--- src/rtl/core/lfucl_pkg.sv ---
// Shared constants, entry layout and sequencer states for the LFU store.
package lfucl_pkg;

	localparam int MAX_ENTRIES = 16;
	localparam int IDX_W       = $clog2(MAX_ENTRIES);
	localparam int SCAN_W      = IDX_W + 1;
	localparam int COUNT_W     = 16;
	localparam int KEY_W       = 32;
	localparam int VAL_W       = 32;
	localparam int CAP_W       = 5;

	typedef struct packed {
		logic [KEY_W-1:0]   key;
		logic [VAL_W-1:0]   value;
		logic [COUNT_W-1:0] count;
		logic [IDX_W-1:0]   rank;
	} entry_t;

	localparam int ENTRY_W = $bits(entry_t);

	typedef enum logic [2:0] {
		ST_IDLE,
		ST_SCAN,
		ST_DECIDE,
		ST_UPD,
		ST_DONE
	} state_t;

endpackage

--- src/rtl/core/lfu_cache_lru_tiebreak.sv ---
// Top level: LFU key-value store with LRU tie-break, built around one entry RAM.
//
// Usage:
//   Input channel (in_valid/in_ready) carries one item: mode (0 get, 1 put),
//   key and write_value. Output channel (out_valid/out_ready) returns one
//   item per input: hit and read_value (value on a get hit, else zero).
//   cfg_we/cfg_wdata write the capacity register; write it only while idle.
//   One item is in work at a time; the next item can be taken in the
//   cycle after the result loads. Each access makes a scan pass over the
//   16 RAM entries through its single read port for key match and
//   eviction victim. Every access but a get miss or an insert with
//   capacity zero changes the store and then makes a read-modify-write
//   pass that shifts recency ranks and writes the target.
//   Reset clears all valid bits, occupancy and the result valid flag and
//   sets capacity to 16; no clearing pass is needed.
//   A result waiting on a stalled receiver is held in the output register;
//   the next item is accepted meanwhile and parks in its final state until
//   the register frees.
module lfu_cache_lru_tiebreak (
	input  logic                     clk,
	input  logic                     arst_n,
	input  logic                     cfg_we,
	input  logic [lfucl_pkg::CAP_W-1:0] cfg_wdata,
	input  logic                     in_valid,
	output logic                     in_ready,
	input  logic                     mode,
	input  logic [lfucl_pkg::KEY_W-1:0] key,
	input  logic [lfucl_pkg::VAL_W-1:0] write_value,
	output logic                     out_valid,
	input  logic                     out_ready,
	output logic                     hit,
	output logic [lfucl_pkg::VAL_W-1:0] read_value
);
	import lfucl_pkg::*;

	state_t state_q, state_d;

	logic [CAP_W-1:0]   capacity_q;
	logic [CAP_W-1:0]   occ_q;
	logic [MAX_ENTRIES-1:0] valid_q;

	logic               mode_q;
	logic [KEY_W-1:0]   key_q;
	logic [VAL_W-1:0]   wval_q;

	logic [SCAN_W-1:0]  cnt_q;
	logic               chk_s1;
	logic [IDX_W-1:0]   idx_s1;

	logic               found_q;
	logic [IDX_W-1:0]   hit_idx_q;
	logic [VAL_W-1:0]   hit_val_q;
	logic [COUNT_W-1:0] hit_cnt_q;
	logic [IDX_W-1:0]   hit_rank_q;

	logic               vic_any_q;
	logic [IDX_W-1:0]   vic_idx_q;
	logic [COUNT_W-1:0] vic_cnt_q;
	logic [IDX_W-1:0]   vic_rank_q;

	logic               shift_q;
	logic [IDX_W-1:0]   tgt_q;
	logic [IDX_W-1:0]   r_q;
	entry_t             new_q;
	logic               res_hit_q;
	logic [VAL_W-1:0]   res_val_q;

	logic               out_valid_q;
	logic               hit_q;
	logic [VAL_W-1:0]   read_value_q;

	logic               ram_we;
	logic [IDX_W-1:0]   ram_waddr;
	entry_t             ram_wdata;
	logic               ram_re;
	entry_t             ram_rdata;
	logic [ENTRY_W-1:0] ram_rbits;

	logic               accept;
	logic               pass_end;
	logic               res_load;
	logic [CAP_W-1:0]   cap_eff;
	logic               ent_ok;
	logic               do_write;
	logic [IDX_W-1:0]   free_idx;

	assign accept    = in_valid && in_ready;
	assign in_ready  = (state_q == ST_IDLE);
	assign pass_end  = (cnt_q == SCAN_W'(MAX_ENTRIES));
	assign res_load  = (state_q == ST_DONE) && (!out_valid_q || out_ready);
	assign cap_eff   = (capacity_q > CAP_W'(MAX_ENTRIES)) ? CAP_W'(MAX_ENTRIES) : capacity_q;
	assign ram_re    = ((state_q == ST_SCAN) || (state_q == ST_UPD)) && !pass_end;
	assign ram_rdata = entry_t'(ram_rbits);
	assign ent_ok    = chk_s1 && valid_q[idx_s1];
	assign do_write  = found_q || (mode_q && (cap_eff != '0));

	assign out_valid  = out_valid_q;
	assign hit        = hit_q;
	assign read_value = read_value_q;

	// Entry storage
	lfucl_ram #(
		.DATA_W (ENTRY_W),
		.DEPTH  (MAX_ENTRIES)
	) u_ram (
		.clk   (clk),
		.we    (ram_we),
		.waddr (ram_waddr),
		.wdata (ram_wdata),
		.re    (ram_re),
		.raddr (cnt_q[IDX_W-1:0]),
		.rdata (ram_rbits)
	);

	// Lowest-numbered free slot
	always_comb begin
		free_idx = '0;
		for (int i = MAX_ENTRIES - 1; i >= 0; i--) begin
			if (!valid_q[i]) begin
				free_idx = IDX_W'(i);
			end
		end
	end

	// Update pass write-back: target gets the new entry, later ranks step down
	always_comb begin
		ram_we    = 1'b0;
		ram_waddr = idx_s1;
		ram_wdata = ram_rdata;
		if ((state_q == ST_UPD) && chk_s1) begin
			if (idx_s1 == tgt_q) begin
				ram_we    = 1'b1;
				ram_wdata = new_q;
			end else if (ent_ok && shift_q && (ram_rdata.rank > r_q)) begin
				ram_we         = 1'b1;
				ram_wdata.rank = ram_rdata.rank - 1'b1;
			end
		end
	end

	// State register
	always_ff @(posedge clk or negedge arst_n) begin
		if (!arst_n) begin
			state_q <= ST_IDLE;
		end else begin
			state_q <= state_d;
		end
	end

	// Next state
	always_comb begin
		state_d = state_q;
		case (state_q)
			ST_IDLE:   if (accept) state_d = ST_SCAN;
			ST_SCAN:   if (pass_end) state_d = ST_DECIDE;
			ST_DECIDE: state_d = do_write ? ST_UPD : ST_DONE;
			ST_UPD:    if (pass_end) state_d = ST_DONE;
			ST_DONE:   if (res_load) state_d = ST_IDLE;
			default:   state_d = ST_IDLE;
		endcase
	end

	// Control registers: capacity, valid bits, occupancy, result register
	always_ff @(posedge clk or negedge arst_n) begin
		if (!arst_n) begin
			capacity_q  <= CAP_W'(MAX_ENTRIES);
			occ_q       <= '0;
			valid_q     <= '0;
			out_valid_q <= 1'b0;
			cnt_q       <= '0;
			chk_s1      <= 1'b0;
		end else begin
			if (cfg_we) begin
				capacity_q <= cfg_wdata;
			end
			// insert into a free slot
			if ((state_q == ST_DECIDE) && !found_q && mode_q && (cap_eff != '0)
					&& (occ_q < cap_eff)) begin
				valid_q[free_idx] <= 1'b1;
				occ_q             <= occ_q + 1'b1;
			end
			// advance the pass counter
			chk_s1 <= ram_re;
			if ((state_q == ST_SCAN) || (state_q == ST_UPD)) begin
				cnt_q <= pass_end ? '0 : cnt_q + 1'b1;
			end else begin
				cnt_q <= '0;
			end
			// hold the result until taken
			if (res_load) begin
				out_valid_q <= 1'b1;
			end else if (out_ready) begin
				out_valid_q <= 1'b0;
			end
		end
	end

	// Datapath registers
	always_ff @(posedge clk) begin
		idx_s1 <= cnt_q[IDX_W-1:0];
		if (accept) begin
			mode_q    <= mode;
			key_q     <= key;
			wval_q    <= write_value;
			found_q   <= 1'b0;
			vic_any_q <= 1'b0;
		end
		// scan: key match and victim search
		if ((state_q == ST_SCAN) && ent_ok) begin
			if (!found_q && (ram_rdata.key == key_q)) begin
				found_q    <= 1'b1;
				hit_idx_q  <= idx_s1;
				hit_val_q  <= ram_rdata.value;
				hit_cnt_q  <= ram_rdata.count;
				hit_rank_q <= ram_rdata.rank;
			end
			if (!vic_any_q || (ram_rdata.count < vic_cnt_q) ||
					((ram_rdata.count == vic_cnt_q) && (ram_rdata.rank < vic_rank_q))) begin
				vic_any_q  <= 1'b1;
				vic_idx_q  <= idx_s1;
				vic_cnt_q  <= ram_rdata.count;
				vic_rank_q <= ram_rdata.rank;
			end
		end
		// decide the target and the new entry
		if (state_q == ST_DECIDE) begin
			res_hit_q <= found_q;
			res_val_q <= (found_q && !mode_q) ? hit_val_q : '0;
			new_q.key <= key_q;
			if (found_q) begin
				tgt_q       <= hit_idx_q;
				r_q         <= hit_rank_q;
				shift_q     <= 1'b1;
				new_q.rank  <= IDX_W'(occ_q - 1'b1);
				new_q.value <= mode_q ? wval_q : hit_val_q;
				new_q.count <= (hit_cnt_q == '1) ? hit_cnt_q : hit_cnt_q + 1'b1;
			end else begin
				new_q.value <= wval_q;
				new_q.count <= COUNT_W'(1);
				if (occ_q >= cap_eff) begin
					tgt_q      <= vic_idx_q;
					r_q        <= vic_rank_q;
					shift_q    <= 1'b1;
					new_q.rank <= IDX_W'(occ_q - 1'b1);
				end else begin
					tgt_q      <= free_idx;
					r_q        <= '0;
					shift_q    <= 1'b0;
					new_q.rank <= IDX_W'(occ_q);
				end
			end
		end
		if (res_load) begin
			hit_q        <= res_hit_q;
			read_value_q <= res_val_q;
		end
	end

endmodule

--- src/rtl/core/lfucl_ram.sv ---
// Simple dual-port synchronous RAM with registered read data.
module lfucl_ram #(
	parameter int DATA_W = 8,
	parameter int DEPTH  = 16,
	parameter int ADDR_W = $clog2(DEPTH)
) (
	input  logic              clk,
	input  logic              we,
	input  logic [ADDR_W-1:0] waddr,
	input  logic [DATA_W-1:0] wdata,
	input  logic              re,
	input  logic [ADDR_W-1:0] raddr,
	output logic [DATA_W-1:0] rdata
);

	logic [DATA_W-1:0] mem [DEPTH];

	// Write port
	always_ff @(posedge clk) begin
		if (we) begin
			mem[waddr] <= wdata;
		end
	end

	// Read port with registered read data
	always_ff @(posedge clk) begin
		if (re) begin
			rdata <= mem[raddr];
		end
	end

endmodule

--- config.mk ---
export PLATFORM = sky130hd
export DESIGN_NAME = lfu_cache_lru_tiebreak
export DESIGN_NICKNAME = d
export VERILOG_FILES = /design/src/rtl/core/lfucl_pkg.sv /design/src/rtl/core/lfu_cache_lru_tiebreak.sv /design/src/rtl/core/lfucl_ram.sv
export SDC_FILE = /design/constraint.sdc
export NUM_CORES = 2
export LEC_CHECK = 0
export BUFFER_PORTS_ARGS = -buffer_cell sky130_fd_sc_hd__buf_4
export CAP_MARGIN = 10
export CORE_MARGIN = 5
export CORE_UTILIZATION = 40
export CTS_CLUSTER_SIZE = 25
export DETAILED_ROUTE_END_ITERATION = 16
export PLACE_DENSITY_LB_ADDON = 0.25
export SLEW_MARGIN = 10
export SYNTH_ARGS = -nofsm -noshare
export SYNTH_HDL_FRONTEND = slang
export SYNTH_SLANG_ARGS = --single-unit
--- constraint.sdc ---
create_clock -name clk -period 14.9 [get_ports clk]
set_clock_uncertainty 0.15 [all_clocks]
set_input_delay 2.98 -clock clk [delete_from_list [all_inputs] [get_ports clk]]
set_output_delay 2.98 -clock clk [all_outputs]
set_load 0.02 [all_outputs]
==> flow_metrics.py <==
metrics = {
    "clock_tree": {
        "ctsHoldBuffers": 0,
        "cts_max_level": 4,
        "worstSkewPairLatency_ps": 810,
        "clk_pin_slew_worst_paths_ps": 60,
        "cts.repair.resized": 0,
        "post_cts_buffers": 0,
        "cts.sinks": 1774,
        "clock-root-buffer": "clkbuf_16",
        "clockBufferDepth": 3,
        "numCtsBuffers": 177,
        "cts_tree": "yes",
    },
    "global_route": {
        "gr-total-overflow": 0,
        "grt_pass1_vias": 32000,
        "grt_max_degree": 150,
        "antenna_found_initial": 5,
        "grt_pass1_wl_mm": 222,
        "track_usage_pct": 17.4,
    },
    "sta": {
        "slew_violations": 0,
        "fin_crit_sh_pct": 33.6,
        "setup_violations": 0,
        "worstMarginPinSlew_ps": 1220,
        "fmax_mhz": 200,
        "period_needed_ps": 5000,
        "fin_setup_tns_ps": 0,
        "holdWs_ps": 269,
        "slew_headroom_pct": 18.6,
        "rsz0062_at_grt": "false",
        "hold_viol_final": 0,
    },
    "worst_setup_path": {
        "crit_path_end_kind": "primary output",
        "r2r-start": "state_q[2]$_DFFE_PN0P_",
        "reg2reg_to": "u_ram.mem[15][11]$_DFFE_PP_",
        "reg2reg_slack_ps": 10270,
        "worstPathRequired_ps": 11770,
        "cp.depth": 2,
        "startpoint": "state_q[1]$_DFFE_PN0P_",
        "slowest_delay_ps": 480,
        "crit_family": "flip-flops",
        "path_class": "flop to primary output",
        "startpoint_type": "flop",
        "arrival_ps": 1870,
        "ff2ff_path_depth": 6,
        "endpoint": "in_ready",
        "crit_slowest_cell": "dfrtp_1",
        "cp_max_fo": 9,
        "cp_cell_sequence": "nor3_1 -> buf_4",
        "critPathBufInv": 1,
    },
    "synthesis": {
        "synth_top_area_share_pct": 77.2,
        "yosysSeqAreaShare_pct": 78.7,
        "synth-edff-count": 1732,
        "syn_area_sq_mm": 0.0674,
        "synth_area_leaders": "edfxtp_1, mux4_2, mux2_2",
        "ys_ff_latch": 1774,
        "synth_warnings": 0,
        "synthFlopType": "edfxtp_1",
        "synthesis.nets": 3011,
        "async_flop_share_pct": 2.03,
        "post-synth-top-area-cell": "edfxtp_1",
        "synth_cell_type_count": 54,
        "syn_inst": 2902,
        "postSynthAreaPerCell_sq_um": 23.2,
    },
    "route": {
        "drtIter0Drc": 3098,
        "drt_first_pass_iters": 6,
        "routed_via_density": 5.53,
        "drt_wl_total_mm": 152,
        "wl_per_cell_um": 27.9,
        "vias": 30200,
        "drc": 0,
        "ant_nets": 0,
    },
    "place": {
        "hpwl_mm": 70.3,
        "dpl.cell_count": 5139,
        "port_buffers": 109,
        "gp_congestion": 0.778,
    },
    "floorplan": {
        "io_pins": 110,
        "num_rows": 150,
        "die_area_sq_mm": 0.177,
        "start_util_pct": 40.2,
        "die_w_um": 420,
        "core-area_sq_mm": 0.167,
        "die_y_um": 420,
    },
    "pwr": {
        "totalPowerFinal_w": 0.0142,
        "p_leak_nw": 23.9,
        "internal_power_w": 0.0104,
        "p_per_area_mw_per_mm2": 185,
        "power_frac_comb_pct": 20.8,
        "p_sw_share_pct": 26.8,
        "p_clk_share_pct": 30.8,
        "netSwitchingPower_w": 0.00381,
        "vdd_ir_drop_max_v": 0.000148,
        "p_seq_share_pct": 48.4,
    },
    "worst_hold_path": {
        "hold_path_class": "flop to flop",
    },
    "finish": {
        "nets": 3223,
        "layout-drive-gt1-share_pct": 29.5,
        "synthToLayoutAreaGrowth_pct": 14.1,
        "instances_no_fill": 5467,
    },
    "job": {
        "cap_violations": 0,
    },
    "status": {
        "outcome": "complete, no violations",
    },
}
## worst min path at each step
stage	cells past startpoint	to	slack (ps)	from
after CTS	0	read_value[11]$_DFFE_PP_	270	res_val_q[11]$_SDFFCE_PN0N_
after floorplan	0	idx_s1[2]$_DFF_P_	200	cnt_q[2]$_DFF_PN0_
final	0	read_value[7]$_DFFE_PP_	270	res_val_q[7]$_SDFFCE_PN0N_
after detailed placement	0	read_value[11]$_DFFE_PP_	260	res_val_q[11]$_SDFFCE_PN0N_
after global routing	0	read_value[7]$_DFFE_PP_	270	res_val_q[7]$_SDFFCE_PN0N_
after global placement	0	read_value[31]$_DFFE_PP_	250	res_val_q[31]$_SDFFCE_PN0N_
## registers in the layout, indices dropped and copies added, names as in the netlist, 5 cells and up
| register | flops |
|---|---|
| valid_q | 16 |
| vic_cnt_q | 16 |
| capacity_q | 5 |
| new_q | 84 |
| u_ram.rdata | 84 |
| hit_val_q | 32 |
| res_val_q | 32 |
| occ_q | 5 |
| wval_q | 32 |
| u_ram.mem | 1344 |
| key_q | 32 |
| hit_cnt_q | 16 |
| cnt_q | 5 |
| read_value | 32 |
## cell families after synthesis
| group | share of synthesized area (%) |
|---|---|
| AOI/OAI and AO/OA | 1.02 |
| xor gates and xnor gates | 0.715 |
| and+or+nand+nor | 1.76 |
| buffers and inverters | 1.03 |
| adders and majority gates | 0.632 |
| muxes | 16.1 |
| DFF | 78.7 |
## power groups by stage
stage | combinational, W | sequential (W) | clock (W)
floorplan | 0.00221 | 0.00685 | 0
global placement | 0.00285 | 0.00697 | 0
detailed placement | 0.00299 | 0.00698 | 0
CTS | 0.00300 | 0.00688 | 0.00448
global route | 0.00321 | 0.00691 | 0.00469
finish | 0.00295 | 0.00687 | 0.00438
## synth_stat cells (5+ instances only)
cell and count:
and4_1 7, buf_1 11, ha_1 34, nand2_1 56
a21o_1 7, o21ai_0 23, nand3_1 16, buf_2 36
mux2_1 13, nand4_1 16, inv_1 47, dfxtp_1 6
edfxtp_1 1732, nor4_1 23, nor2b_1 8, nor2_1 35
a31oi_1 8, nand2b_1 8, nor3_1 11, and2_1 34
mux4_2 420, clkbuf_1 71, a211oi_1 8, o21bai_1 8
xor2_1 23, mux2_2 102, dfrtp_1 35, mux2i_1 5
a21oi_1 16, xnor2_1 32
## cell type report
class | count | area, sq um
fill | 13700 | 90500
sequential | 1774 | 53000
clock inverter | 115 | 1070
multi-input combinational | 959 | 13800
tap | 2204 | 2760
antenna | 3 | 7.51
inverter | 49 | 189
timing repair buffer | 153 | 1370
clock buffer | 210 | 4640
## layer usage
| metal | routed length [um] | GRT usage (%) | vias to the layer above | share of wire [%] |
|---|---|---|---|---|
| li1 | - | - | 12700 | - |
| met1 | 63300 | 23.7 | 16500 | 42 |
| met2 | 78100 | 29.5 | 894 | 51 |
| met3 | 7720 | 2.70 | 219 | 5.1 |
| met4 | 3180 | 4.53 | 2 | 2.1 |
| met5 | 12 | 0 | - | 0.0079 |
## stage by stage
stage	utilization, %	worst slack, ps	cell area [sq um]
floorplan	-	3410	67400
global placement	42.5	9960	71100
detailed placement	42.5	9940	71100
CTS	45.9	9820	76800
global route	45.9	9760	76900
finish	45.9	9900	76900
## layout by cell type, fill, tap and decap left out, drive strengths merged, types with 11 or more instances in the layout
cell type / Yosys / routed
nor2: 36 / 36
nand4: 16 / 16
dfrtp: 35 / 35
xnor2: 32 / 32
clkinv: 0 / 83
bufinv: 0 / 18
ha: 34 / 34
o21ai: 26 / 26
nor3: 11 / 11
mux2: 115 / 115
nand2: 56 / 56
nand3: 16 / 16
clkbuf: 71 / 210
buf: 49 / 153
a21oi: 16 / 16
edfxtp: 1732 / 1732
xor2: 23 / 23
and2: 34 / 34
nor4: 24 / 24
inv: 49 / 57
mux4: 422 / 422
(Power assumes the default switching activity.)
